**config.mk**
```make
export PLATFORM = sky130hd
export DESIGN_NAME = random_queen_placer_flat
export DESIGN_NICKNAME = d
export VERILOG_FILES = /design/src/rtl/rqp_pkg.sv /design/src/rtl/rqp_if.sv /design/src/rtl/random_queen_placer.sv /design/src/rtl/rqp_cell.sv /design/src/rtl/rqp_mod_unit.sv /design/src/flat_wrapper.sv
export SDC_FILE = /design/constraint.sdc
export NUM_CORES = 1
export LEC_CHECK = 0
export ABC_AREA = 0
export BUFFER_PORTS_ARGS = -buffer_cell sky130_fd_sc_hd__buf_2
export CAP_MARGIN = 25
export CORE_MARGIN = 10
export CORE_UTILIZATION = 50
export CTS_BUF_LIST = sky130_fd_sc_hd__clkbuf_8
export DETAILED_ROUTE_END_ITERATION = 7
export GPL_TIMING_DRIVEN = 1
export PLACE_DENSITY_LB_ADDON = 0.08
export SYNTH_ARGS = -nofsm -noshare
export SYNTH_HDL_FRONTEND = slang
export SYNTH_SLANG_ARGS = --single-unit
export TNS_END_PERCENT = 1
```
**constraint.sdc**
```tcl
create_clock -name clk -period 10.95 [get_ports clk]
set_clock_uncertainty 0.1 [all_clocks]
set_input_delay 2.19 -clock clk [delete_from_list [all_inputs] [get_ports clk]]
set_output_delay 2.19 -clock clk [all_outputs]
set_load 0.02 [all_outputs]
```
**src/rtl/rqp_pkg.sv**
```systemverilog
// ----------------------------------------------------------------------------
// Random queen placer package
// Shared constants, codes and types of the random queen placer.
// ----------------------------------------------------------------------------
`default_nettype none
package rqp_pkg;

    localparam int MAX_QUEENS = 32;
    localparam int DIAG_COUNT = 2 * MAX_QUEENS - 1;
    localparam int IDX_W      = $clog2(MAX_QUEENS);
    localparam int CNT_W      = $clog2(MAX_QUEENS + 1);
    localparam int DIAG_W     = $clog2(DIAG_COUNT);
    localparam int RAND_W     = 32;
    localparam int STEP_W     = $clog2(RAND_W);
    localparam int SIZE_W     = 6;
    localparam int STATUS_W   = 2;
    localparam int POS_W      = 5;
    localparam logic [SIZE_W-1:0] SIZE_RESET = SIZE_W'(8);

    localparam logic OP_RESTART = 1'b0;
    localparam logic OP_PLACE   = 1'b1;

    localparam logic [STATUS_W-1:0] STATUS_PLACED    = 2'd0;
    localparam logic [STATUS_W-1:0] STATUS_BLOCKED   = 2'd1;
    localparam logic [STATUS_W-1:0] STATUS_RESTARTED = 2'd2;

    typedef enum logic [2:0] {
        S_IDLE,
        S_SCAN,
        S_SWAP,
        S_DIV,
        S_PICK_A,
        S_PICK_B,
        S_OUT
    } state_t;

    typedef struct packed {
        logic             a_en;
        logic [IDX_W-1:0] a_addr;
        logic [IDX_W-1:0] a_data;
        logic             b_en;
        logic [IDX_W-1:0] b_addr;
        logic [IDX_W-1:0] b_data;
    } cell_wr_t;

endpackage
`default_nettype wire

```
**src/rtl/rqp_if.sv**
```systemverilog
// ----------------------------------------------------------------------------
// Random queen placer channels
// Command and result channels with valid/ready handshakes.
// ----------------------------------------------------------------------------
`default_nettype none
interface rqp_cmd_if;
    logic        valid;
    logic        ready;
    logic        operation;
    logic [31:0] random_value;
    modport source (output valid, output operation, output random_value, input ready);
    modport sink (input valid, input operation, input random_value, output ready);
endinterface

interface rqp_res_if;
    logic       valid;
    logic       ready;
    logic [1:0] status;
    logic [4:0] row;
    logic [4:0] column;
    logic       board_done;
    modport source (output valid, output status, output row, output column,
                    output board_done, input ready);
    modport sink (input valid, input status, input row, input column,
                  input board_done, output ready);
endinterface
`default_nettype wire

```
**src/rtl/random_queen_placer.sv**
```systemverilog
// ----------------------------------------------------------------------------
// Random queen placer
// Builds an N-queens board one row at a time by random column choice.
//
//   Channel   Role      Beat contents
//   cmd       sink      operation, random_value
//   res       source    status, row, column, board_done
//   cfg       write     board_size (cfg_we, cfg_wdata)
//
// A restart, or an item blocked at acceptance, goes straight to the output
// state. A place item scans the remaining columns of the cell chain and swaps
// each free column forward, then the modulo unit picks one free column and a
// final swap places it. Reset restores the identity permutation at once. A
// full result register stalls only the final write of the next result.
// ----------------------------------------------------------------------------
`default_nettype none
module random_queen_placer
    import rqp_pkg::*;
(
    input  wire logic              clk,
    input  wire logic              rst_n,
    rqp_cmd_if.sink                cmd,
    rqp_res_if.source              res,
    input  wire logic              cfg_we,
    input  wire logic [SIZE_W-1:0] cfg_wdata
);

    state_t state_reg, state_next;

    logic [SIZE_W-1:0]     size_reg, size_next;
    logic [DIAG_COUNT-1:0] rise_reg, rise_next;
    logic [DIAG_COUNT-1:0] fall_reg, fall_next;
    logic [CNT_W-1:0]      row_reg, row_next;
    logic                  alive_reg, alive_next;
    logic [CNT_W-1:0]      j_reg, j_next;
    logic [CNT_W-1:0]      k_reg, k_next;
    logic [IDX_W-1:0]      hold_reg, hold_next;
    logic [RAND_W-1:0]     rand_reg, rand_next;

    logic [STATUS_W-1:0]   pst_reg, pst_next;
    logic [POS_W-1:0]      prow_reg, prow_next;
    logic [POS_W-1:0]      pcol_reg, pcol_next;
    logic                  pdone_reg, pdone_next;

    logic                  ovalid_reg, ovalid_next;
    logic [STATUS_W-1:0]   ost_reg, ost_next;
    logic [POS_W-1:0]      orow_reg, orow_next;
    logic [POS_W-1:0]      ocol_reg, ocol_next;
    logic                  odone_reg, odone_next;

    logic [CNT_W-1:0]      n;
    logic [IDX_W-1:0]      rd_addr;
    logic [IDX_W-1:0]      rd_data;
    logic [IDX_W-1:0]      chain [MAX_QUEENS+1];
    cell_wr_t              wr;
    logic                  free;
    logic [DIAG_W-1:0]     rise_idx;
    logic [DIAG_W-1:0]     fall_idx;
    logic [CNT_W-1:0]      pick;
    logic                  div_start;
    logic                  div_done;
    logic [CNT_W-1:0]      div_rem;

    always_comb
    begin
        if (size_reg == '0)
        begin
            n = CNT_W'(1);
        end
        else if (int'(size_reg) > MAX_QUEENS)
        begin
            n = CNT_W'(MAX_QUEENS);
        end
        else
        begin
            n = CNT_W'(size_reg);
        end
    end

    assign chain[0] = '0;
    assign rd_data  = chain[MAX_QUEENS];

    for (genvar i = 0; i < MAX_QUEENS; i++)
    begin : g_cell
        rqp_cell u_cell (
            .clk       (clk),
            .rst_n     (rst_n),
            .cell_idx  (IDX_W'(i)),
            .rd_addr   (rd_addr),
            .chain_in  (chain[i]),
            .chain_out (chain[i+1]),
            .wr        (wr)
        );
    end

    rqp_mod_unit u_mod (
        .clk       (clk),
        .rst_n     (rst_n),
        .start     (div_start),
        .dividend  (rand_reg),
        .divisor   (CNT_W'(k_reg - row_reg)),
        .done      (div_done),
        .remainder (div_rem)
    );

    assign pick = row_reg + div_rem;

    always_comb
    begin
        rise_idx = DIAG_W'(row_reg + CNT_W'(rd_data));
        fall_idx = DIAG_W'({1'b0, row_reg} + {1'b0, n} - (CNT_W+1)'(1)
                   - (CNT_W+1)'(rd_data));
        free = (CNT_W'(rd_data) < n) && !rise_reg[rise_idx] && !fall_reg[fall_idx];
    end

    assign cmd.ready = (state_reg == S_IDLE);

    always_comb
    begin
        state_next = state_reg;
        size_next  = cfg_we ? cfg_wdata : size_reg;
        rise_next  = rise_reg;
        fall_next  = fall_reg;
        row_next   = row_reg;
        alive_next = alive_reg;
        j_next     = j_reg;
        k_next     = k_reg;
        hold_next  = hold_reg;
        rand_next  = rand_reg;
        pst_next   = pst_reg;
        prow_next  = prow_reg;
        pcol_next  = pcol_reg;
        pdone_next = pdone_reg;
        ovalid_next = ovalid_reg && !res.ready;
        ost_next   = ost_reg;
        orow_next  = orow_reg;
        ocol_next  = ocol_reg;
        odone_next = odone_reg;
        rd_addr    = IDX_W'(j_reg);
        wr         = '0;
        div_start  = 1'b0;

        case (state_reg)
            S_IDLE:
            begin
                if (cmd.valid)
                begin
                    prow_next  = POS_W'(row_reg);
                    pcol_next  = '0;
                    pdone_next = 1'b0;
                    rand_next  = cmd.random_value;
                    if (cmd.operation == OP_RESTART)
                    begin
                        rise_next  = '0;
                        fall_next  = '0;
                        row_next   = '0;
                        alive_next = 1'b1;
                        pst_next   = STATUS_RESTARTED;
                        prow_next  = '0;
                        state_next = S_OUT;
                    end
                    else if (!alive_reg || row_reg >= n)
                    begin
                        alive_next = 1'b0;
                        pst_next   = STATUS_BLOCKED;
                        state_next = S_OUT;
                    end
                    else
                    begin
                        j_next     = row_reg;
                        k_next     = row_reg;
                        state_next = S_SCAN;
                    end
                end
            end
            S_SCAN:
            begin
                if (j_reg >= n)
                begin
                    if (k_reg == row_reg)
                    begin
                        alive_next = 1'b0;
                        pst_next   = STATUS_BLOCKED;
                        state_next = S_OUT;
                    end
                    else
                    begin
                        div_start  = 1'b1;
                        state_next = S_DIV;
                    end
                end
                else
                begin
                    j_next = j_reg + CNT_W'(1);
                    if (free)
                    begin
                        if (k_reg == j_reg)
                        begin
                            k_next = k_reg + CNT_W'(1);
                        end
                        else
                        begin
                            hold_next  = rd_data;
                            j_next     = j_reg;
                            state_next = S_SWAP;
                        end
                    end
                end
            end
            S_SWAP:
            begin
                rd_addr    = IDX_W'(k_reg);
                wr.a_en    = 1'b1;
                wr.a_addr  = IDX_W'(j_reg);
                wr.a_data  = rd_data;
                wr.b_en    = 1'b1;
                wr.b_addr  = IDX_W'(k_reg);
                wr.b_data  = hold_reg;
                k_next     = k_reg + CNT_W'(1);
                j_next     = j_reg + CNT_W'(1);
                state_next = S_SCAN;
            end
            S_DIV:
            begin
                if (div_done)
                begin
                    state_next = S_PICK_A;
                end
            end
            S_PICK_A:
            begin
                rd_addr    = IDX_W'(pick);
                hold_next  = rd_data;
                state_next = S_PICK_B;
            end
            S_PICK_B:
            begin
                rd_addr    = IDX_W'(row_reg);
                wr.a_en    = 1'b1;
                wr.a_addr  = IDX_W'(pick);
                wr.a_data  = rd_data;
                wr.b_en    = 1'b1;
                wr.b_addr  = IDX_W'(row_reg);
                wr.b_data  = hold_reg;
                rise_next[DIAG_W'(row_reg + CNT_W'(hold_reg))] = 1'b1;
                fall_next[DIAG_W'({1'b0, row_reg} + {1'b0, n} - (CNT_W+1)'(1)
                          - (CNT_W+1)'(hold_reg))] = 1'b1;
                row_next   = row_reg + CNT_W'(1);
                pst_next   = STATUS_PLACED;
                pcol_next  = POS_W'(hold_reg);
                pdone_next = (row_reg + CNT_W'(1)) == n;
                state_next = S_OUT;
            end
            S_OUT:
            begin
                if (!ovalid_reg || res.ready)
                begin
                    ovalid_next = 1'b1;
                    ost_next    = pst_reg;
                    orow_next   = prow_reg;
                    ocol_next   = pcol_reg;
                    odone_next  = pdone_reg;
                    state_next  = S_IDLE;
                end
            end
            default:
            begin
                state_next = S_IDLE;
            end
        endcase
    end

    assign res.valid      = ovalid_reg;
    assign res.status     = ost_reg;
    assign res.row        = orow_reg;
    assign res.column     = ocol_reg;
    assign res.board_done = odone_reg;

    always_ff @(posedge clk or negedge rst_n)
    begin
        if (!rst_n)
        begin
            state_reg  <= S_IDLE;
            size_reg   <= SIZE_RESET;
            rise_reg   <= '0;
            fall_reg   <= '0;
            row_reg    <= '0;
            alive_reg  <= 1'b0;
            ovalid_reg <= 1'b0;
            j_reg      <= '0;
            k_reg      <= '0;
        end
        else
        begin
            state_reg  <= state_next;
            size_reg   <= size_next;
            rise_reg   <= rise_next;
            fall_reg   <= fall_next;
            row_reg    <= row_next;
            alive_reg  <= alive_next;
            ovalid_reg <= ovalid_next;
            j_reg      <= j_next;
            k_reg      <= k_next;
        end
    end

    always_ff @(posedge clk)
    begin
        hold_reg  <= hold_next;
        rand_reg  <= rand_next;
        pst_reg   <= pst_next;
        prow_reg  <= prow_next;
        pcol_reg  <= pcol_next;
        pdone_reg <= pdone_next;
        ost_reg   <= ost_next;
        orow_reg  <= orow_next;
        ocol_reg  <= ocol_next;
        odone_reg <= odone_next;
    end

    a_busy_after_accept: assert property (@(posedge clk) disable iff (!rst_n)
        (cmd.valid && cmd.ready) |=> !cmd.ready)
        else $error("command accepted while an item is in work");

    a_row_bound: assert property (@(posedge clk) disable iff (!rst_n)
        int'(row_reg) <= MAX_QUEENS)
        else $error("next row beyond the board");

    a_scan_order: assert property (@(posedge clk) disable iff (!rst_n)
        (state_reg == S_SCAN || state_reg == S_SWAP) |-> (k_reg <= j_reg && row_reg <= k_reg))
        else $error("free column pointer passed the scan pointer");

endmodule
`default_nettype wire

```
**src/rtl/rqp_cell.sv**
```systemverilog
// ----------------------------------------------------------------------------
// Random queen placer column cell
// Holds one entry of the column permutation and forwards the read chain.
// ----------------------------------------------------------------------------
`default_nettype none
module rqp_cell
    import rqp_pkg::*;
(
    input  wire logic             clk,
    input  wire logic             rst_n,
    input  wire logic [IDX_W-1:0] cell_idx,
    input  wire logic [IDX_W-1:0] rd_addr,
    input  wire logic [IDX_W-1:0] chain_in,
    output logic      [IDX_W-1:0] chain_out,
    input  wire cell_wr_t         wr
);

    // The entry is stored relative to the cell's own index, so reset gives identity.
    logic [IDX_W-1:0] ofs_reg;
    logic [IDX_W-1:0] ofs_next;

    always_comb
    begin
        ofs_next = ofs_reg;
        if (wr.b_en && wr.b_addr == cell_idx)
        begin
            ofs_next = wr.b_data ^ cell_idx;
        end
        else if (wr.a_en && wr.a_addr == cell_idx)
        begin
            ofs_next = wr.a_data ^ cell_idx;
        end
    end

    assign chain_out = (rd_addr == cell_idx) ? (ofs_reg ^ cell_idx) : chain_in;

    always_ff @(posedge clk or negedge rst_n)
    begin
        if (!rst_n)
        begin
            ofs_reg <= '0;
        end
        else
        begin
            ofs_reg <= ofs_next;
        end
    end

endmodule
`default_nettype wire

```
**src/rtl/rqp_mod_unit.sv**
```systemverilog
// ----------------------------------------------------------------------------
// Random queen placer modulo unit
// Restoring remainder of the random value by the free count, one bit a cycle.
// ----------------------------------------------------------------------------
`default_nettype none
module rqp_mod_unit
    import rqp_pkg::*;
(
    input  wire logic              clk,
    input  wire logic              rst_n,
    input  wire logic              start,
    input  wire logic [RAND_W-1:0] dividend,
    input  wire logic [CNT_W-1:0]  divisor,
    output logic                   done,
    output logic      [CNT_W-1:0]  remainder
);

    logic              busy_reg, busy_next;
    logic [STEP_W-1:0] count_reg, count_next;
    logic [RAND_W-1:0] shift_reg, shift_next;
    logic [CNT_W-1:0]  rem_reg, rem_next;
    logic [CNT_W-1:0]  div_reg, div_next;
    logic [CNT_W:0]    trial;

    always_comb
    begin
        busy_next  = busy_reg;
        count_next = count_reg;
        shift_next = shift_reg;
        rem_next   = rem_reg;
        div_next   = div_reg;
        trial      = {rem_reg, shift_reg[RAND_W-1]};
        if (start)
        begin
            busy_next  = 1'b1;
            count_next = '0;
            shift_next = dividend;
            rem_next   = '0;
            div_next   = divisor;
        end
        else if (busy_reg)
        begin
            shift_next = {shift_reg[RAND_W-2:0], 1'b0};
            if (trial >= {1'b0, div_reg})
            begin
                rem_next = CNT_W'(trial - {1'b0, div_reg});
            end
            else
            begin
                rem_next = trial[CNT_W-1:0];
            end
            count_next = count_reg + STEP_W'(1);
            if (count_reg == STEP_W'(RAND_W - 1))
            begin
                busy_next = 1'b0;
            end
        end
    end

    assign done      = !busy_reg && !start;
    assign remainder = rem_reg;

    always_ff @(posedge clk or negedge rst_n)
    begin
        if (!rst_n)
        begin
            busy_reg  <= 1'b0;
            count_reg <= '0;
        end
        else
        begin
            busy_reg  <= busy_next;
            count_reg <= count_next;
        end
    end

    always_ff @(posedge clk)
    begin
        shift_reg <= shift_next;
        rem_reg   <= rem_next;
        div_reg   <= div_next;
    end

endmodule
`default_nettype wire
```
**src/flat_wrapper.sv**
```systemverilog
// flat-port wrapper written by rule: the top's interface ports become plain ports
module random_queen_placer_flat import rqp_pkg::*;
  (clk, rst_n, cfg_we, cfg_wdata, cmd_valid, cmd_operation, cmd_random_value, cmd_ready, res_valid, res_status, res_row, res_column, res_board_done, res_ready);
  rqp_cmd_if cmd_i ();
  rqp_res_if res_i ();
  input  wire logic clk;
  input  wire logic rst_n;
  input  wire logic cfg_we;
  input  wire logic [SIZE_W-1:0] cfg_wdata;
  input wire logic [$bits(cmd_i.valid)-1:0] cmd_valid;
  input wire logic [$bits(cmd_i.operation)-1:0] cmd_operation;
  input wire logic [$bits(cmd_i.random_value)-1:0] cmd_random_value;
  output wire logic [$bits(cmd_i.ready)-1:0] cmd_ready;
  output wire logic [$bits(res_i.valid)-1:0] res_valid;
  output wire logic [$bits(res_i.status)-1:0] res_status;
  output wire logic [$bits(res_i.row)-1:0] res_row;
  output wire logic [$bits(res_i.column)-1:0] res_column;
  output wire logic [$bits(res_i.board_done)-1:0] res_board_done;
  input wire logic [$bits(res_i.ready)-1:0] res_ready;
  assign cmd_i.valid = cmd_valid;
  assign cmd_i.operation = cmd_operation;
  assign cmd_i.random_value = cmd_random_value;
  assign cmd_ready = cmd_i.ready;
  assign res_valid = res_i.valid;
  assign res_status = res_i.status;
  assign res_row = res_i.row;
  assign res_column = res_i.column;
  assign res_board_done = res_i.board_done;
  assign res_i.ready = res_ready;
  random_queen_placer u_core (.clk(clk), .rst_n(rst_n), .cmd(cmd_i), .res(res_i), .cfg_we(cfg_we), .cfg_wdata(cfg_wdata));
endmodule
```
==> flow_summary.json, run 1 <==
{
  "cts_root_buf": "clkbuf_8",
  "cts_resized": 0,
  "netlist_instances": 2452,
  "die_w_microns": 236.6,
  "synth_cell_types": 101,
  "async_reset_ff_frac": 0.7500,
  "synth-main-ff-cell": "dfrtp_1",
  "synth_top_area_share": 0.3414,
  "synth-xor-area-share": 0.02016,
  "drv_slew": 0,
  "clk_latency_ps": 690,
  "critical_path.max_fanout": 15,
  "nNetsFinal": 2637,
  "worst_pin_slew_ps": 1051,
  "r2r_start": "u_core.row_reg[0]",
  "wl_per_cell_microns": 26.06,
  "syn_area_sq_mm": 0.02346,
  "post-synth-top-area-cell": "dfrtp_1",
  "synth_top_family_by_area": "compound AO/OA/AOI/OAI gates",
  "cpMaxStageDelayCell": "xor2_1",
  "wl_mm": 82.90,
  "crit_required_ps": 11400,
  "first_global_vias": 20140,
  "grt_max_degree": 154,
  "reg2reg_depth": 27,
  "die-area_sq_mm": 0.05597,
  "ant_nets": 0,
  "start_util": 0.5049,
  "critical_path.max_stage_delay_ps": 750,
  "cp-start-kind": "register",
  "setup_tns_ps": 0,
  "drt-initial-drc-count": 2042,
  "avgSynthCellArea_sq_um": 9.566,
  "multiInputGateArea_sq_mm": 0.01149,
  "worstSetupPathType": "reg2reg",
  "ys_seq_area_frac": 0.4769,
  "setup_violations": 0,
  "first_pass_iters": 6,
  "antenna_cells": 0,
  "syn_nets": 2569,
  "clk_pin_slew_ps": 60,
  "track_usage": 0.2911,
  "drive_gt1_frac": 0.1290,
  "place.gp.congestion": 0.9845,
  "cts_hold_buf": 0,
  "cts_tree": "yes",
  "hold_viol": 0,
  "overflow": 0,
  "rows": 79,
  "post-synth-top-count-cell": "nor2_1",
  "die_height_microns": 236.6,
  "end_kind": "register",
  "synth_top_cells_by_count": "nor2_1, dfrtp_1, nand2_1",
  "rsz0062_at_grt": "false",
  "clockBufferDepth": 3,
  "area_growth_pct": 10.63,
  "post_cts.repair.setup_buffers": 0,
  "viasPerCell": 6.417,
  "post-route-period-util": 0.8276,
  "hold_path_class": "reg2reg",
  "seq_area_sq_mm": 0.01119,
  "ys_seq_elements": 428,
  "synth-simple-area-share": 0.1562,
  "drc": 0,
  "synth_compound_gate_area_share": 0.2049,
  "fmax_mhz": 110.3,
  "largest_reg_flops": 160,
  "cp_data_arrival_time_ps": 9510,
  "grt_antenna_before_repair": 1,
  "maxCapViolations": 0,
  "ios": 59,
  "reg2reg_to": "u_core.k_reg[2]",
  "nFillCells": 4167,
  "synth_warnings": 0,
  "portBuffers": 58,
  "hpwl_mm": 57.49,
  "synthMuxAreaShare": 0.06444,
  "synth_area_leaders": "dfrtp_1, edfxtp_1, nor2_1, a21oi_1, nand2_1",
  "relSlewSlack": 0.2990,
  "startpoint": "u_core.row_reg[0]",
  "crit_path_end": "u_core.k_reg[2]",
  "grt_pass1_wl_mm": 126.4,
  "clock_sinks": 428,
  "min_period_ps": 9063,
  "cts_buffers": 77,
  "r2r_slack_ps": 1890,
  "outcome": "completed",
  "vias": 20410,
  "synth_edf_count": 101,
  "synthAdderAreaFrac": 0.04150,
  "htreeDepth": 3,
  "coreArea_sq_mm": 0.04646
}
[stage by stage]
stage / hold WS, ps / std cells / utilization / setup WS, ps / area (sq um)
2_1_floorplan: 300.3 / 2452 / - / 3308 / 23460
6_report: 318.1 / 3181 / 0.5586 / 1887 / 25950
4_1_cts: 319.1 / 3175 / 0.5569 / 2075 / 25870
3_5_place_dp: 304.5 / 3042 / 0.5253 / 2079 / 24400
5_1_grt: 322.6 / 3181 / 0.5586 / 1483 / 25950
3_3_place_gp: 303.9 / 3037 / 0.5247 / 2166 / 24370
[how the worst min path moves through the flow]
stage / start / endpoint / depth (start not counted)
CTS: u_core.prow_reg[4] / u_core.res.row[4] / 0
global route: u_core.prow_reg[4] / u_core.res.row[4] / 0
finish: u_core.prow_reg[4] / u_core.res.row[4] / 0
global placement: u_core.pcol_reg[1] / u_core.res.column[1] / 0
detailed placement: u_core.pdone_reg / u_core.res.board_done / 0
floorplan: u_core.pdone_reg / u_core.res.board_done / 0
[cells by family (layout without fill, tap and decap cells)]
group,after synthesis,in the layout
XOR/XNOR,54,54
buffers and inverters,195,317
AND/OR/NAND/NOR,851,851
flip-flops,428,428
adder cells (fa/ha/maj),73,73
AO/OA/AOI/OAI,747,747
multiplexers,104,104
[worst max-delay path: cells and delay by family, from the launching register on]
kind / cells / cell delay [ps]
XOR/XNOR: 1 / 750
AND/OR/NAND/NOR: 6 / 1510
flip-flops: 1 / 670
AO/OA/AOI/OAI: 12 / 3470
adder cells (fa/ha/maj): 3 / 1140
multiplexers: 1 / 370
buffers and inverters: 4 / 900
[layout by cell type (no fill, tap or decap), drive strengths merged, types with 22 or more instances in the layout]
cell type and instances:
nor2 366, dfrtp 320, nand2 285, a21oi 254, o21ai 131, buf 119
edfxtp 101, clkbuf 92, inv 84, a31oi 79, ha 65, o22ai 58
mux2i 52, nand3 48, nor3 39, mux4 36, xnor2 34, a211oi 27
a22oi 27, a21o 22
[per-layer routing]
metal	global-route usage	wire, microns	vias up
met2	0.4570	37880	957
met3	0.06391	6685	237
met4	0.1247	3607	2
met1	0.3828	34710	10110
met5	0	13	-
li1	-	-	9109
[area by class of cell]
cell class / count / area share
clock buffer: 90 / 0.04773
clock inverter: 43 / 0.008727
inverter: 63 / 0.009113
multi-input combinational: 1829 / 0.4427
sequential: 428 / 0.4311
tap: 607 / 0.02927
timing repair buffer: 121 / 0.03134
Power of run 1 is not shown: default switching activity piles up to over one toggle a cycle in this logic, so the estimate is an artifact.
==> run 2: changes to the inputs <==
==> constraint.sdc (replaced) <==
create_clock -name clk -period 8.1 [get_ports clk]
set_clock_uncertainty 0.1 [all_clocks]
set_input_delay 1.62 -clock clk [delete_from_list [all_inputs] [get_ports clk]]
set_output_delay 1.62 -clock clk [all_outputs]
set_load 0.02 [all_outputs]
==> run 2 against run 1 <==
Net effect: die area unchanged; first-iteration DRC count is 9.4% higher; utilization rose by 0.67 points; non-clock buffer count up 36; setup slack got worse by 1600 ps; largest cell class unchanged; highest routed layer unchanged.
==> flow_summary.json, run 2 (synthesis results as in run 1) <==
{
  "cts_tree": "yes",
  "hpwl_mm": 59.13,
  "rsz0062_at_grt": "false",
  "first_pass_iters": 6,
  "first_global_vias": 20350,
  "die_w_microns": 236.6,
  "hold_viol": 0,
  "drive_gt1_frac": 0.1421,
  "clock_sinks": 428,
  "cts_root_buf": "clkbuf_8",
  "cp_data_arrival_time_ps": 8260,
  "ant_nets": 0,
  "hold_depth": 0,
  "wl_mm": 84.41,
  "clk_pin_slew_ps": 60,
  "outcome": "completed",
  "start_util": 0.5049,
  "viasPerCell": 6.399,
  "ios": 59,
  "layout_commonest_cell": "nor2_1",
  "reg2reg_to": "u_core.k_reg[2]",
  "r2r_slack_ps": 300,
  "clk_latency_ps": 690,
  "setup_violations": 0,
  "maxCapViolations": 0,
  "reg2reg_depth": 23,
  "nFillCells": 4191,
  "nNetsFinal": 2670,
  "hp-start": "u_core.prow_reg[3]",
  "htreeDepth": 3,
  "fmax_mhz": 128.2,
  "largest_reg_flops": 160,
  "holdPathEnd": "u_core.res.row[3]",
  "place.gp.congestion": 1.017,
  "grt_antenna_before_repair": 4,
  "track_usage": 0.2967,
  "rows": 79,
  "grt_pass1_wl_mm": 127.7,
  "crit_required_ps": 8560,
  "portBuffers": 58,
  "hold_path_class": "reg2reg",
  "worstSetupPathType": "reg2reg",
  "wl_per_cell_microns": 26.24,
  "cp-start-kind": "register",
  "critical_path.max_fanout": 17,
  "coreArea_sq_mm": 0.04646,
  "setup_tns_ps": 0,
  "end_kind": "register",
  "drv_slew": 0,
  "drc": 0,
  "overflow": 0,
  "die_height_microns": 236.6,
  "r2r_start": "u_core.u_mod.remainder[0]",
  "min_period_ps": 7803,
  "drt-initial-drc-count": 2233,
  "vias": 20590,
  "cts_hold_buf": 0,
  "clockBufferDepth": 3,
  "area_growth_pct": 11.95,
  "grt_max_degree": 128,
  "mostFrequentLayoutCells": "nor2_1, dfrtp_1, nand2_1",
  "die-area_sq_mm": 0.05597,
  "post-route-period-util": 0.9633,
  "worst_pin_slew_ps": 1105,
  "relSlewSlack": 0.2575,
  "cts_buffers": 74
}
## run 2: cell types whose count changed in the layout (fill, tap and decap cells not counted), moves of 4 or more
| cell | change |
|---|---|
| buf_2 | -4 |
| buf_4 | +39 |
| clkbuf_8 | -7 |
| clkinv_2 | +4 |
| diode_2 | +6 |
## run 2: worst max path at each step
stage                     depth (start not counted)                      start               to  slack, ps
after floorplan                                  27          u_core.row_reg[1]  u_core.k_reg[2]        460
after global placement                           25  u_core.u_mod.remainder[0]  u_core.k_reg[2]        230
after detailed placement                         25  u_core.u_mod.remainder[0]  u_core.k_reg[2]        160
after CTS                                        25  u_core.u_mod.remainder[0]  u_core.k_reg[2]        130
after global routing                             24  u_core.u_mod.remainder[0]  u_core.k_reg[2]         50
final                                            23  u_core.u_mod.remainder[0]  u_core.k_reg[2]        300
## run 2: cell type report
class / count / area, sq um / area share
Antenna cell: 6 / 15.01 / 0.0005718
Clock buffer: 83 / 1142 / 0.04350
Clock inverter: 44 / 314.1 / 0.01196
Inverter: 63 / 236.5 / 0.009006
Multi-Input combinational cell: 1829 / 11510 / 0.4385
Sequential cell: 428 / 11190 / 0.4260
Tap cell: 607 / 759.5 / 0.02892
Timing Repair Buffer: 157 / 1091 / 0.04155
## run 2: worst max-delay path: stages, from the launching register on
cell,delay [ps]
dfxtp_1,450
ha_1,210
inv_1,60
fa_1,570
nor2b_2,240
o32a_4,370
o22ai_2,630
nand2_1,350
o211ai_1,280
a222oi_1,130
o21ai_0,300
o2111ai_1,230
a31oi_4,350
buf_4,210
fa_1,400
buf_4,230
mux4_2,320
mux4_2,470
nand2_1,90
a31oi_1,210
or3_1,510
o31a_1,370
or3_1,360
a22o_1,230
## run 2: timing repair
| item | CTS | global route |
|---|---|---|
| endpoints found under the setup margin | 0 | 19 |
| buffers inserted | 0 | 1 |
| resized for setup | 0 | 3 |
## run 2: through the flow
| step | hold WS (ps) | setup slack, ps | utilization | cell area (sq um) | std cells |
|---|---|---|---|---|---|
| detailed placement | 304.5 | 159.4 | 0.5327 | 24750 | 3081 |
| CTS | 318.1 | 133.3 | 0.5640 | 26200 | 3208 |
| finish | 315.1 | 297.1 | 0.5652 | 26260 | 3217 |
| global route | 329.2 | 48.95 | 0.5650 | 26250 | 3213 |
| floorplan | 300.3 | 457.7 | - | 23460 | 2452 |
| global placement | 303.6 | 227.0 | 0.5318 | 24700 | 3075 |
## run 2: routing by layer
metal	wire length (microns)	track usage
met2	37760	0.4588
met4	4036	0.1370
met3	7540	0.07885
met1	35060	0.3832
met5	13	0
Power of run 2 is left out for the same reason.
